==> config.mk <==
export PLATFORM = sky130hd
export DESIGN_NAME = pic_rle_scanline_decoder_top
export DESIGN_NICKNAME = d
export VERILOG_FILES = /design/src/hdl/prsd_pkg.sv /design/src/hdl/pic_rle_scanline_decoder_top.sv
export SDC_FILE = /design/constraint.sdc
export NUM_CORES = 1
export LEC_CHECK = 0
export BUFFER_PORTS_ARGS = -buffer_cell sky130_fd_sc_hd__buf_2
export CORE_MARGIN = 1.5
export CORE_UTILIZATION = 50
export CTS_BUF_LIST = sky130_fd_sc_hd__clkbuf_8 sky130_fd_sc_hd__clkbuf_16
export DETAILED_ROUTE_END_ITERATION = 10
export PLACE_DENSITY_LB_ADDON = 0.25
export SLEW_MARGIN = 10
export SYNTH_ARGS = -nofsm -noshare
export SYNTH_HDL_FRONTEND = slang
export SYNTH_SLANG_ARGS = --single-unit
export TNS_END_PERCENT = 5
==> constraint.sdc <==
create_clock -name clk -period 4.8 [get_ports clk]
set_input_delay 0.96 -clock clk [delete_from_list [all_inputs] [get_ports clk]]
set_output_delay 0.96 -clock clk [all_outputs]
set_load 0.03 [all_outputs]
==> src/hdl/prsd_pkg.sv <==
// ----------------------------------------------------------------------------
// prsd_pkg
// shared types and constants of the run-length scanline decoder
// ----------------------------------------------------------------------------
package prsd_pkg;

	// most bytes per pixel that the staging registers hold
	localparam int MAX_CHANNELS = 4;
	// bits of the channel index into the staging registers
	localparam int CH_IDX_W = (MAX_CHANNELS > 1) ? $clog2(MAX_CHANNELS) : 1;
	// pixel bytes carried by one result
	localparam int OUT_CHANNELS = 4;

	localparam int CFG_IDX_W  = 2;
	localparam int CFG_DATA_W = 16;

	typedef enum logic [CFG_IDX_W-1:0] {
		CFG_CHANNELS    = 2'd0,
		CFG_LINE_PIXELS = 2'd1,
		CFG_BIG_ENDIAN  = 2'd2
	} cfg_reg_t;

	// header codes
	localparam logic [7:0] HDR_LONG_RUN = 8'd128;
	localparam logic [7:0] HDR_RUN_BIAS = 8'd127;

	typedef enum logic [1:0] {
		PH_HEADER  = 2'd0,
		PH_COUNT_A = 2'd1,
		PH_COUNT_B = 2'd2,
		PH_PIXEL   = 2'd3
	} phase_t;

endpackage

==> src/hdl/pic_rle_scanline_decoder_top.sv <==
// ----------------------------------------------------------------------------
// pic_rle_scanline_decoder_top
// run-length scanline decoder: compressed bytes in, pixel runs out
// ----------------------------------------------------------------------------
// a result is registered and presented in the cycle after the byte that causes it is taken
// throughput: one compressed byte per cycle while the output is not stalled;
//   a stalled output holds one result, and the next byte is taken as soon
//   as the output register frees
// reset (arst_n low, asynchronous): registers return to channels 4,
//   line_pixels 1, big-endian counts; decoder awaits a header, no result held
module pic_rle_scanline_decoder_top (
	input  logic                           clk,
	input  logic                           arst_n,
	// configuration write channel
	input  logic                           cfg_valid,
	output logic                           cfg_ready,
	input  logic [prsd_pkg::CFG_IDX_W-1:0]  cfg_index,
	input  logic [prsd_pkg::CFG_DATA_W-1:0] cfg_data,
	// compressed byte stream
	input  logic                           s_axis_tvalid,
	output logic                           s_axis_tready,
	input  logic [7:0]                     s_axis_tdata,  // [7:0] input_byte
	input  logic                           s_axis_tlast,  // last_byte
	// decoded pixel runs
	output logic                           m_axis_tvalid,
	input  logic                           m_axis_tready,
	// [7:0] pixel_c0, [15:8] pixel_c1, [23:16] pixel_c2, [31:24] pixel_c3,
	// [47:32] repeat_count
	output logic [47:0]                    m_axis_tdata,
	output logic                           m_axis_tlast,  // line_done
	output logic                           m_axis_tuser   // [0] truncated
);
	import prsd_pkg::*;

	// configuration registers
	logic [2:0]  channels_q;
	logic [15:0] line_pixels_q;
	logic        big_endian_q;

	// decoder state
	phase_t              phase_q;
	logic [15:0]         pkt_rem_q;
	logic                repeat_q;
	logic [7:0]          count_first_q;
	logic [CH_IDX_W-1:0] ch_idx_q;
	logic [7:0]          staging_q [MAX_CHANNELS];
	logic [15:0]         pixels_left_q;

	// next state
	phase_t              phase_nxt;
	phase_t              phase_step;  // phase before an end-of-stream restart
	logic [15:0]         pkt_rem_nxt;
	logic                repeat_nxt;
	logic [7:0]          count_first_nxt;
	logic [CH_IDX_W-1:0] ch_idx_nxt;
	logic [15:0]         pixels_left_nxt;

	// result register
	logic        out_valid_q;
	logic [47:0] out_data_q;
	logic        out_done_q;
	logic        out_trunc_q;

	logic        s_accept;
	logic        cfg_accept;

	// transactions
	assign cfg_ready     = 1'b1;
	assign cfg_accept    = cfg_valid & cfg_ready;
	// the next byte goes in whenever the result register is free or drains now
	assign s_axis_tready = ~out_valid_q | m_axis_tready;
	assign s_accept      = s_axis_tvalid & s_axis_tready;

	// effective channel count, clamped to 1..MAX_CHANNELS
	localparam logic [3:0] MAX_CH_L = 4'(MAX_CHANNELS);
	logic [3:0] eff_ch;
	always_comb begin
		if (channels_q == 3'd0) begin
			eff_ch = 4'd1;
		end else if ({1'b0, channels_q} > MAX_CH_L) begin
			eff_ch = MAX_CH_L;
		end else begin
			eff_ch = {1'b0, channels_q};
		end
	end

	// pixel completion and run clipping
	logic        in_pixel;
	logic        pix_end;
	logic [15:0] run_cnt;
	logic [15:0] pixels_after;
	logic [15:0] pkt_after;
	logic        emit;

	assign in_pixel = (phase_q == PH_PIXEL);
	assign pix_end  = ((4'(ch_idx_q) + 4'd1) >= eff_ch);

	always_comb begin
		if (repeat_q) begin
			run_cnt   = (pkt_rem_q < pixels_left_q) ? pkt_rem_q : pixels_left_q;
			pkt_after = 16'd0;
		end else begin
			run_cnt   = {15'd0, (pixels_left_q != 16'd0)};
			pkt_after = pkt_rem_q - 16'd1;
		end
	end

	assign pixels_after = pixels_left_q - run_cnt;
	assign emit         = in_pixel & pix_end & (run_cnt != 16'd0);

	// next state
	always_comb begin
		phase_step      = phase_q;
		pkt_rem_nxt     = pkt_rem_q;
		repeat_nxt      = repeat_q;
		count_first_nxt = count_first_q;
		ch_idx_nxt      = ch_idx_q;
		pixels_left_nxt = pixels_left_q;
		unique case (phase_q)
			PH_COUNT_A: begin
				count_first_nxt = s_axis_tdata;
				phase_step      = PH_COUNT_B;
			end
			PH_COUNT_B: begin
				pkt_rem_nxt = big_endian_q ? {count_first_q, s_axis_tdata}
				                           : {s_axis_tdata, count_first_q};
				ch_idx_nxt  = '0;
				phase_step  = PH_PIXEL;
			end
			PH_PIXEL: begin
				if (pix_end) begin
					ch_idx_nxt      = '0;
					pkt_rem_nxt     = pkt_after;
					pixels_left_nxt = pixels_after;
					if (pkt_after == 16'd0) begin
						phase_step = PH_HEADER;
						// line finished: the next packet starts a fresh line
						if (pixels_after == 16'd0) begin
							pixels_left_nxt = line_pixels_q;
						end
					end
				end else begin
					ch_idx_nxt = ch_idx_q + CH_IDX_W'(1);
				end
			end
			PH_HEADER: begin
				ch_idx_nxt = '0;
				if (s_axis_tdata < HDR_LONG_RUN) begin
					repeat_nxt  = 1'b0;
					pkt_rem_nxt = {8'd0, s_axis_tdata} + 16'd1;
					phase_step  = PH_PIXEL;
				end else if (s_axis_tdata == HDR_LONG_RUN) begin
					repeat_nxt = 1'b1;
					phase_step = PH_COUNT_A;
				end else begin
					repeat_nxt  = 1'b1;
					pkt_rem_nxt = {8'd0, s_axis_tdata - HDR_RUN_BIAS};
					phase_step  = PH_PIXEL;
				end
			end
			default: begin
				phase_step = PH_HEADER;
			end
		endcase
		phase_nxt = phase_step;
		// end of stream restarts the decoder
		if (s_axis_tlast) begin
			phase_nxt       = PH_HEADER;
			pkt_rem_nxt     = 16'd0;
			repeat_nxt      = 1'b0;
			ch_idx_nxt      = '0;
			pixels_left_nxt = line_pixels_q;
		end
	end

	// pixel bytes as seen this cycle, the incoming byte merged in
	logic [7:0] cur_pix [OUT_CHANNELS];
	for (genvar j = 0; j < OUT_CHANNELS; j++) begin : g_out_ch
		if (j < MAX_CHANNELS) begin : g_used
			always_comb begin
				if (4'(j) >= eff_ch) begin
					cur_pix[j] = 8'd0;
				end else if (in_pixel && (ch_idx_q == CH_IDX_W'(j))) begin
					cur_pix[j] = s_axis_tdata;
				end else begin
					cur_pix[j] = staging_q[j];
				end
			end
		end else begin : g_unused
			assign cur_pix[j] = 8'd0;
		end
	end

	// result fields
	logic        res_have;
	logic [47:0] res_data;
	logic        res_done;
	logic        res_trunc;
	always_comb begin
		res_have  = emit | s_axis_tlast;
		res_trunc = s_axis_tlast & (phase_step != PH_HEADER);
		if (emit) begin
			res_data = {run_cnt, cur_pix[3], cur_pix[2], cur_pix[1], cur_pix[0]};
			res_done = (pixels_after == 16'd0);
		end else begin
			// status-only result
			res_data = '0;
			res_done = 1'b0;
		end
	end

	// configuration registers
	always_ff @(posedge clk or negedge arst_n) begin
		if (!arst_n) begin
			channels_q    <= 3'd4;
			line_pixels_q <= 16'd1;
			big_endian_q  <= 1'b1;
		end else if (cfg_accept) begin
			unique case (cfg_index)
				CFG_CHANNELS:    channels_q    <= cfg_data[2:0];
				CFG_LINE_PIXELS: line_pixels_q <= cfg_data;
				CFG_BIG_ENDIAN:  big_endian_q  <= cfg_data[0];
				default: ;
			endcase
		end
	end

	// decoder state
	always_ff @(posedge clk or negedge arst_n) begin
		if (!arst_n) begin
			phase_q       <= PH_HEADER;
			pkt_rem_q     <= 16'd0;
			repeat_q      <= 1'b0;
			count_first_q <= 8'd0;
			ch_idx_q      <= '0;
		end else if (s_accept) begin
			phase_q       <= phase_nxt;
			pkt_rem_q     <= pkt_rem_nxt;
			repeat_q      <= repeat_nxt;
			count_first_q <= count_first_nxt;
			ch_idx_q      <= ch_idx_nxt;
		end
	end

	// pixels left in the line, reloaded at once by a line_pixels write
	always_ff @(posedge clk or negedge arst_n) begin
		if (!arst_n) begin
			pixels_left_q <= 16'd1;
		end else if (cfg_accept && (cfg_index == CFG_LINE_PIXELS)) begin
			pixels_left_q <= cfg_data;
		end else if (s_accept) begin
			pixels_left_q <= pixels_left_nxt;
		end
	end

	// staging of pixel bytes
	for (genvar k = 0; k < MAX_CHANNELS; k++) begin : g_stage
		always_ff @(posedge clk or negedge arst_n) begin
			if (!arst_n) begin
				staging_q[k] <= 8'd0;
			end else if (s_accept && in_pixel && (ch_idx_q == CH_IDX_W'(k))) begin
				staging_q[k] <= s_axis_tdata;
			end
		end
	end

	// result register
	always_ff @(posedge clk or negedge arst_n) begin
		if (!arst_n) begin
			out_valid_q <= 1'b0;
		end else if (s_accept) begin
			out_valid_q <= res_have;
		end else if (m_axis_tready) begin
			out_valid_q <= 1'b0;
		end
	end

	always_ff @(posedge clk) begin
		if (s_accept) begin
			out_data_q  <= res_data;
			out_done_q  <= res_done;
			out_trunc_q <= res_trunc;
		end
	end

	assign m_axis_tvalid = out_valid_q;
	assign m_axis_tdata  = out_data_q;
	assign m_axis_tlast  = out_done_q;
	assign m_axis_tuser  = out_trunc_q;

	// checks
	a_left_bounded: assert property (@(posedge clk) disable iff (!arst_n)
		pixels_left_q <= line_pixels_q)
		else $error("pixels left exceeds line length");

	a_status_only_blank: assert property (@(posedge clk) disable iff (!arst_n)
		(m_axis_tvalid && (m_axis_tdata[47:32] == 16'd0))
			|-> (m_axis_tdata[31:0] == 32'd0) && !m_axis_tlast)
		else $error("status-only result carries pixel data or line end");

	a_count_seq: assert property (@(posedge clk) disable iff (!arst_n)
		(s_accept && (phase_q == PH_COUNT_A) && !s_axis_tlast)
			|=> (phase_q == PH_COUNT_B))
		else $error("long count byte order lost");

	a_last_restarts: assert property (@(posedge clk) disable iff (!arst_n)
		(s_accept && s_axis_tlast)
			|=> (phase_q == PH_HEADER) && m_axis_tvalid && (ch_idx_q == '0))
		else $error("end of stream without result or restart");

	a_stall_blocks: assert property (@(posedge clk) disable iff (!arst_n)
		!s_axis_tready |-> m_axis_tvalid)
		else $error("input stalled with empty result register");

endmodule

# Yosys cells after proc, flatten, opt, wreduce, memory -nomap -nowiden
# Index checks and enable logic that the tools add are counted.
totals:
  regBits: 148
  inputBits: 32
  out_inout_bits: 53
  word_cells: 129
classes:
  add_sub_neg: 6
  n_lt_le_gt_ge: 8
  n_eq_ne: 11
  muxes: 36
  bitwise: 8
  n_reduce_logical: 39
op_table:
  columns: ["op", "count"]
  rows:
  - ["$mux 16", 15]
  - ["$pmux 16 s3", 1]
  - ["$logic_not 16->1", 2]
  - ["$mux 8", 4]
  - ["$reduce_bool 16->1", 2]
  - ["$lt 16x16->1", 1]
  - ["$sub 16x1->16 const B", 1]
  - ["$sub 16x16->16", 1]
  - ["$mux 2", 7]
  - ["$reduce_and 2->1", 6]
  - ["$eq 2x2->1 const B", 5]
  - ["$logic_and 1x1->1", 10]
  - ["$reduce_or 2->1", 5]
  - ["$add 8x1->9 const B", 1]
  - ["$reduce_bool 3->1", 3]
  - ["$eq 8x8->1 const B", 1]
  - ["$ge 1x4->1 const A", 2]
  - ["$ge 2x4->1 const A", 2]
  - ["$lt 8x8->1 const B", 1]
  - ["$pmux 2 s4", 1]
  - ["$reduce_bool 2->1", 4]
  - ["$sub 8x7->8 const B", 1]
  - ["$eq 2x1->1 const B", 3]
  - ["$logic_not 2->1", 3]
  - ["other kinds (17)", 26]

# Depth between registers and ports, before layout
# Gate-level depths: netlist (run 1).
depth:
  ltp_word: 12
  mapped_depth: 23
  depth_no_buf: 21

# Worst setup path before layout (run 1)
# No wires, ideal clock.
synth_timing:
  path_type: "register to register"
  from: "register pixels_left_q[1]"
  to: "register pixels_left_q[1]"
  setup_ns: 0.082
  t_arrival_ns: 5.117
  t_required_ns: 4.718
  setup_slack_ns: -0.399
  path_stages_with_launch: 22
  n_path_buf: 2
  period_less_slack_ns: 5.199
  cell_sequence: "dfrtp_1 inv_1 ha_1 a2111oi_0 o21a_1 nor2_1 a2111oi_2 clkbuf_1 nand2_1 o21ai_0 nand2_1 ha_1 or3_1 a21oi_1 a2111oi_0 a311oi_1 nand4_1 or4_2 o31ai_4 buf_6 nand2_1 a31oi_1"
synth_between:
  elab_chain_cells: 12
  word_cells_on_any_way: 13
  cone_classes: "add/sub (1); order compare (1); mux (9); reduce/logical (2)"
synth_lines:
  columns: ["element", "line", "rtl"]
  rows:
  - ["from (decl)", "pic_rle_scanline_decoder_top.sv:47", "logic [15:0] pixels_left_q;"]
  - ["from (signal assigned)", "pic_rle_scanline_decoder_top.sv:250", "pixels_left_q <= cfg_data;"]
  - ["from (signal assigned)", "pic_rle_scanline_decoder_top.sv:252", "pixels_left_q <= pixels_left_nxt;"]
  - ["$lt 16x16->1", "pic_rle_scanline_decoder_top.sv:100", "run_cnt = (pkt_rem_q < pixels_left_q) ? pkt_rem_q : pixels_left_q;"]
  - ["$mux 16", "pic_rle_scanline_decoder_top.sv:100", null]
  - ["$mux 16", "pic_rle_scanline_decoder_top.sv:99", "if (repeat_q) begin"]
  - ["$sub 16x16->16 (*)", "pic_rle_scanline_decoder_top.sv:108", "assign pixels_after = pixels_left_q - run_cnt;"]
  - ["$logic_not 16->1", "pic_rle_scanline_decoder_top.sv:138", "if (pixels_after == 16'd0) begin"]
  - ["$mux 16", "pic_rle_scanline_decoder_top.sv:138", null]
  - ["$mux 16 (*)", "pic_rle_scanline_decoder_top.sv:135", "if (pkt_after == 16'd0) begin"]
  - ["$mux 16 (*)", "pic_rle_scanline_decoder_top.sv:131", "if (pix_end) begin"]
  - ["$mux 16 (*)", "pic_rle_scanline_decoder_top.sv:119", "unique case (phase_q)"]
  - ["$mux 16 (*)", "pic_rle_scanline_decoder_top.sv:167", "if (s_axis_tlast) begin"]
  - ["$mux 16 (*)", "pic_rle_scanline_decoder_top.sv:251", "end else if (s_accept) begin"]
  - ["$mux 16 (*)", "pic_rle_scanline_decoder_top.sv:249", "end else if (cfg_accept && (cfg_index == CFG_LINE_PIXELS)) begin"]
# Every way passes the cells marked *; elsewhere a longest branch is shown, timed or not. The select of a mux whose other input is x is not followed.
# A chain may end at the register's enable or synchronous reset.

# Worst setup path after layout (run 1)
layout_timing:
  from: "register pixels_left_q[5]"
  to: "register pixels_left_q[11]"
# Same word-level chain as after synthesis.

==> results of run 1 <==
## area by class of cell
class                      count  area, um2  area share [%]
multi-input combinational    720       5210            44.4
sequential                   148       3960            33.8
inverter                      37        139            1.18
clock inverter                14        183            1.56
tap                          229        287            2.44
clock buffer                  18        439            3.75
timing repair buffer         224       1510            12.9
## worst max-delay path, delay by kind of cell, from the launching register on
family | cells | cell delay [ns]
compound gates | 9 | 1.65
fa+ha+maj | 2 | 0.51
buf+inv | 6 | 0.88
flops | 1 | 0.39
simple gates | 8 | 1.37
## per-stage QoR
stage                     setup WS, ns  TNS (ns)
final                          -0.0664    -0.322
after floorplan                0.00281         0
after CTS                      -0.0482    -0.284
after detailed placement        -0.418     -4.87
after global routing            -0.245     -3.28
after global placement          -0.326     -3.35
## repair_timing
item | in CTS | in global routing
pin swaps | 31 | 23
resized for setup | 73 | 33
hold buffers | 0 | 0
setup endpoints to repair | 16 | 17
gates cloned | 1 | 0
setup buffers | 17 | 9
## logic make-up (layout without fill, tap and decap cells)
group / after synthesis / in the layout
xor+xnor: 19 / 19
fa+ha+maj: 46 / 46
simple gates: 344 / 344
buf+inv: 99 / 293
flops: 148 / 148
mux: 75 / 75
other cells: 1 / 1
compound gates: 235 / 235
## registers in the layout, summed over array words and instances (netlist names)
register / cells
pixels_left_q: 16
repeat_q: 1
ch_idx_q: 2
m_axis_tlast: 1
channels_q: 3
phase_q: 2
count_first_q: 8
staging_q: 32
m_axis_tvalid: 1
m_axis_tuser: 1
pkt_rem_q: 16
m_axis_tdata: 48
big_endian_q: 1
line_pixels_q: 16
## routing by layer
| layer | up-vias | GRT usage, % | wire length, um |
|---|---|---|---|
| met2 | 416 | 44.4 | 12500 |
| met4 | 0 | 8.70 | 695 |
| met5 | - | 0 | 0 |
| li1 | 3898 | - | - |
| met3 | 66 | 6.30 | 2330 |
| met1 | 4032 | 40.7 | 12200 |
## power breakdown
part	internal [mW]	switching, mW	total [mW]	leakage [nW]
registers	1.54	0.166	1.71	1.75
logic	1.67	2.05	3.72	3.21
clock network	0.808	0.597	1.41	0.307
## cells in the final DEF (no fill, tap or decap), drive strengths merged, types with 16 or more instances in the layout
cell | netlist | routed
nand3 | 30 | 30
nor3 | 36 | 36
clkbuf | 48 | 18
a211oi | 16 | 16
ha | 45 | 45
a21oi | 45 | 45
inv | 37 | 46
edfxtp | 50 | 50
mux2i | 41 | 41
dfrtp | 94 | 94
mux2 | 34 | 34
nand2b | 16 | 16
buf | 14 | 224
nand2 | 149 | 149
o21ai | 65 | 65
nor2 | 55 | 55
## final timing paths
| check | endpoint | slack [ns] | cells after the start |
|---|---|---|---|
| min in group asynchronous | pkt_rem_q[8] | 0.65 | 1 |
| worst max register to register | pixels_left_q[11] | -0.07 | 25 |
| worst min-delay path | line_pixels_q[13] | 0.48 | 2 |
| worst min register to register | line_pixels_q[13] | 0.48 | 2 |
| max in group asynchronous | channels_q[2] | 3.17 | 2 |
| worst max-delay path | pixels_left_q[11] | -0.07 | 25 |
## synth_stat cells (11+ instances only)
library cell  instances
a211oi_1             16
xor2_1               11
mux2_2               34
edfxtp_1             50
nor3_1               36
nor2_1               54
mux2i_1              41
nand2b_1             15
nand2_1             148
a21oi_1              45
ha_1                 45
a31oi_1              11
inv_1                36
o21ai_0              62
dfrtp_1              94
nand3_1              30
clkbuf_1             40
==> qor.yml, run 1 <==
dieArea_um2: 19100
synth_ff_type: "dfrtp_1"
cts_max_level: 4
p_per_area_nw_per_um2: 583
worstPathArrival_ns: 5.24
wl_per_cell_um: 20.0
synth-xor-area-share_pct: 1.82
grt_pass1_vias: 7966
rsz0062_at_grt: "true"
fin_nets: 1226
ant_nets: 0
clk_pin_slew_ns: 0.07
portBuffers: 83
synth-simple-area-share_pct: 17.6
relSlewSlack_pct: 35.3
p_leak_nw: 5.27
root_buffer: "clkbuf_16"
synth_area_um2: 9160
max_stage_delay_ns: 0.54
synth_top_area_cell: "dfrtp_1"
setup_viol: 10
end_kind: "flop"
cts_tree: "built"
syn-instance-count: 967
drt_iter0_markers: 991
fin_cells: 1390
clk_path_buf_depth: 2
grt_max_degree: 67
ys_types: 88
synth-edff-count: 50
drcViolationCount: 0
vias: 8412
final_layout_size_suffix_gt1_share_pct: 33.8
place_congestion: 0.989
syn_area_per_cell_um2: 9.48
track_usage_pct: 28.7
synth_compound_area_share_pct: 17.1
area_growth_pct: 28.0
utilization_pct: 65.3
ios: 85
hold_class: "reg -> reg"
max-vdd-ir-drop_mv: 0.364
antenna_found_initial: 0
placementRows: 49
ys_seq_area_share_pct: 43.2
r2r_start: "pixels_left_q[5]"
wirelength_mm: 27.7
synthMuxAreaShare_pct: 8.66
violations: "negative setup slack"
grt_pass1_wl_mm: 43.3
slowest_stage: "or4_4"
fin_crit_sh_pct: 101
synth_top_area_share_pct: 25.7
n_antenna_cell: 0
hpwl_mm: 19.2
ys_async_sr_fraction_pct: 66.2
dpl_cell_area_um2: 10400
die_y_um: 138
drv_cap: 0
dp.cells: 1331
crit_required_ns: 5.17
critPathLaunchType: "flop"
clock.fmax_mhz: 205
fin_area_um2: 11700
coreArea_um2: 18000
outcome: "finished with violations"
fillers: 1430
synth_top_family_by_area: "simple AND/OR/NAND/NOR gates"
yosysWarnings: 0
dieWidth_um: 138
timing.hold.ws_ns: 0.477
initial_utilization_pct: 51.0
p_total_mw: 6.83
fin_ws_ns: -0.0664
tightest_slew_ns: 0.970
timing_hold_violations_final: 0
cpMostUsedCell: "buf_4"
clock_latency_ns: 0.43
clock_sinks: 148
finClkSkew_ns: 0.00953
viasPerCell: 6.05
crit_path_start: "pixels_left_q[5]"
drt_pre_antenna_iters: 5
synth_area_leaders: "dfrtp_1 26%, edfxtp_1 16%, ha_1 6.1%"
numCtsBuffers: 17
fin_crit_ns: 4.87
crit_path_max_fanout: 12
synth_fa_ha_area_share_pct: 6.36
slew_violations: 0
ys_ff_latch: 148
path_class: "reg -> reg"
overflow: 0
hp-start: "line_pixels_q[13]"
syn_nets: 1045
Note: power is estimated with default switching activity, not from simulation.
==> run 2, diff against run 1 <==
- clock period: 4.8 -> 4.4 ns (I/O delays scaled with it)
==> qor.yml, run 2 (synthesis gave the netlist of run 1 again) <==
rsz0062_at_grt: "true"
p_per_area_nw_per_um2: 634
fin_area_um2: 11800
fin_crit_sh_pct: 112
fin_ws_ns: -0.542
hold_class: "reg -> reg"
clock.fmax_mhz: 202
dpl_cell_area_um2: 10500
drv_cap: 0
end_kind: "flop"
slew_violations: 0
p_total_mw: 7.46
fin_crit_ns: 4.94
vias: 8483
numCtsBuffers: 17
p_leak_nw: 5.31
die_y_um: 138
initial_utilization_pct: 51.0
crit_path_max_fanout: 6
final_cell_mix: "145 x buf_4, 141 x nand2_1, 94 x dfrtp_1"
ios: 85
grt_pass1_wl_mm: 44.6
finClkSkew_ns: 0.0166
hpwl_mm: 19.7
clk_pin_slew_ns: 0.07
cp_cell_sequence: "inv_1, ha_1, a2111oi_2, o21a_1, nor2_2, a2111oi_4, buf_4, buf_6, buf_6, nand2_1, o21ai_1, nand2_2, ha_4, a211oi_2, o21bai_1, or2_2, o211ai_1, nand4_1, or4_4, o31ai_4, buf_12, buf_6, and2_2, o221a_2"
slowest_stage: "or4_4"
grt_pass1_vias: 8199
portBuffers: 83
fin_nets: 1237
path_class: "reg -> reg"
wirelength_mm: 28.3
antenna_found_initial: 0
clock_latency_ns: 0.44
ant_nets: 0
cpMostUsedCell: "buf_6"
cts_max_level: 4
critPathBufInv: 6
grt_max_degree: 77
drt_pre_antenna_iters: 5
clk_path_buf_depth: 2
drt_iter0_markers: 829
rrSetupSlack_ns: -0.54
wl_per_cell_um: 20.2
placementRows: 49
tightest_slew_ns: 1.03
critPathLaunchType: "flop"
final_layout_size_suffix_gt1_share_pct: 33.4
cts_tree: "built"
overflow: 0
area_growth_pct: 28.5
root_buffer: "clkbuf_16"
max_stage_delay_ns: 0.53
outcome: "finished with violations"
dieArea_um2: 19100
clock_sinks: 148
viasPerCell: 6.05
timing_hold_violations_final: 0
crit_required_ns: 4.79
crit_family: "compound AO/OA/AOI/OAI gates"
track_usage_pct: 29.4
largest_reg_flops: 48
timing.hold.ws_ns: 0.472
drcViolationCount: 0
n_antenna_cell: 0
max-vdd-ir-drop_mv: 0.389
relSlewSlack_pct: 31.1
fillers: 1413
dieWidth_um: 138
place_congestion: 0.978
violations: "negative setup slack"
coreArea_um2: 18000
hold_buffers: 0
final_common_cell: "buf_4"
worstPathArrival_ns: 5.33
setup_viol: 17
## run 2: cell types whose count changed in the layout (fill, tap and decap cells not counted), moves of 3 or more
cell,before,now
a31oi_1,10,7
clkinv_8,1,4
nand2_2,12,8
buf_4,135,145
o21ai_2,7,3
nand2_1,137,141
o21ai_1,6,9
## run 2: per-layer routing
layer	wire (um)	vias to the layer above	part of all wire (%)	global-route usage, %
met5	0	-	0	0
met4	947	0	3.3	10.5
met2	13000	416	46	45.8
li1	-	3916	-	-
met1	12000	4071	42	41.0
met3	2380	80	8.4	5.92
## run 2: path summary, 6_finish.rpt
path,from,to,cells past startpoint
worst max register to register,pixels_left_q[1],pixels_left_q[11],24
worst max-delay path,pixels_left_q[1],pixels_left_q[11],24
min in group asynchronous,arst_n,line_pixels_q[11],1
worst min register to register,line_pixels_q[0],line_pixels_q[0],2
worst min-delay path,line_pixels_q[0],line_pixels_q[0],2
max in group asynchronous,arst_n,pixels_left_q[5],2
## run 2: what timing repair did
action	in CTS	in global routing
endpoints found under the setup margin	17	17
buffers inserted	17	13
hold endpoints to repair	0	0
gates resized for setup	38	50
pin swaps	21	29
gates cloned	1	0
## run 2: final cells by class
| class | instances | area, um2 | share of cell area [%] |
|---|---|---|---|
| clock buffers | 17 | 425 | 3.61 |
| clock inverters | 15 | 190 | 1.62 |
| inverters | 37 | 139 | 1.18 |
| multi-input cells | 720 | 5180 | 44.0 |
| flip-flops and latches | 148 | 3960 | 33.6 |
| well taps | 229 | 287 | 2.43 |
| repair buffers | 235 | 1600 | 13.6 |
## run 2: per-stage QoR
step / TNS [ns] / setup WS, ns / utilization, % / instances
6_report: -7.41 / -0.542 / 65.5 / 1401
5_1_grt: -10.0 / -0.685 / 65.5 / 1401
4_1_cts: -8.39 / -0.590 / 64.0 / 1391
3_5_place_dp: -8.80 / -0.748 / 58.7 / 1342
3_3_place_gp: -8.33 / -0.720 / 58.7 / 1342
2_1_floorplan: -3.06 / -0.224 / - / 967
## run 2: power breakdown
| group | switching (mW) | total, mW | leakage (nW) | internal, mW |
|---|---|---|---|---|
| sequential | 0.183 | 1.87 | 1.75 | 1.68 |
| clock | 0.696 | 1.51 | 0.294 | 0.819 |
| combinational | 2.24 | 4.08 | 3.26 | 1.83 |
| total | 3.12 | 7.46 | 5.31 | 4.34 |
## run 2: worst register-to-register path, stage by stage, from the launching register on
cell	delay, ns
dfrtp_1	0.38
inv_1	0.08
ha_1	0.24
a2111oi_2	0.32
o21a_1	0.21
nor2_2	0.06
a2111oi_4	0.23
buf_4	0.18
buf_6	0.11
buf_6	0.09
nand2_1	0.04
o21ai_1	0.09
nand2_2	0.12
ha_4	0.20
a211oi_2	0.29
o21bai_1	0.15
or2_2	0.29
o211ai_1	0.24
nand4_1	0.16
or4_4	0.53
o31ai_4	0.31
buf_12	0.16
buf_6	0.09
and2_2	0.13
o221a_2	0.17
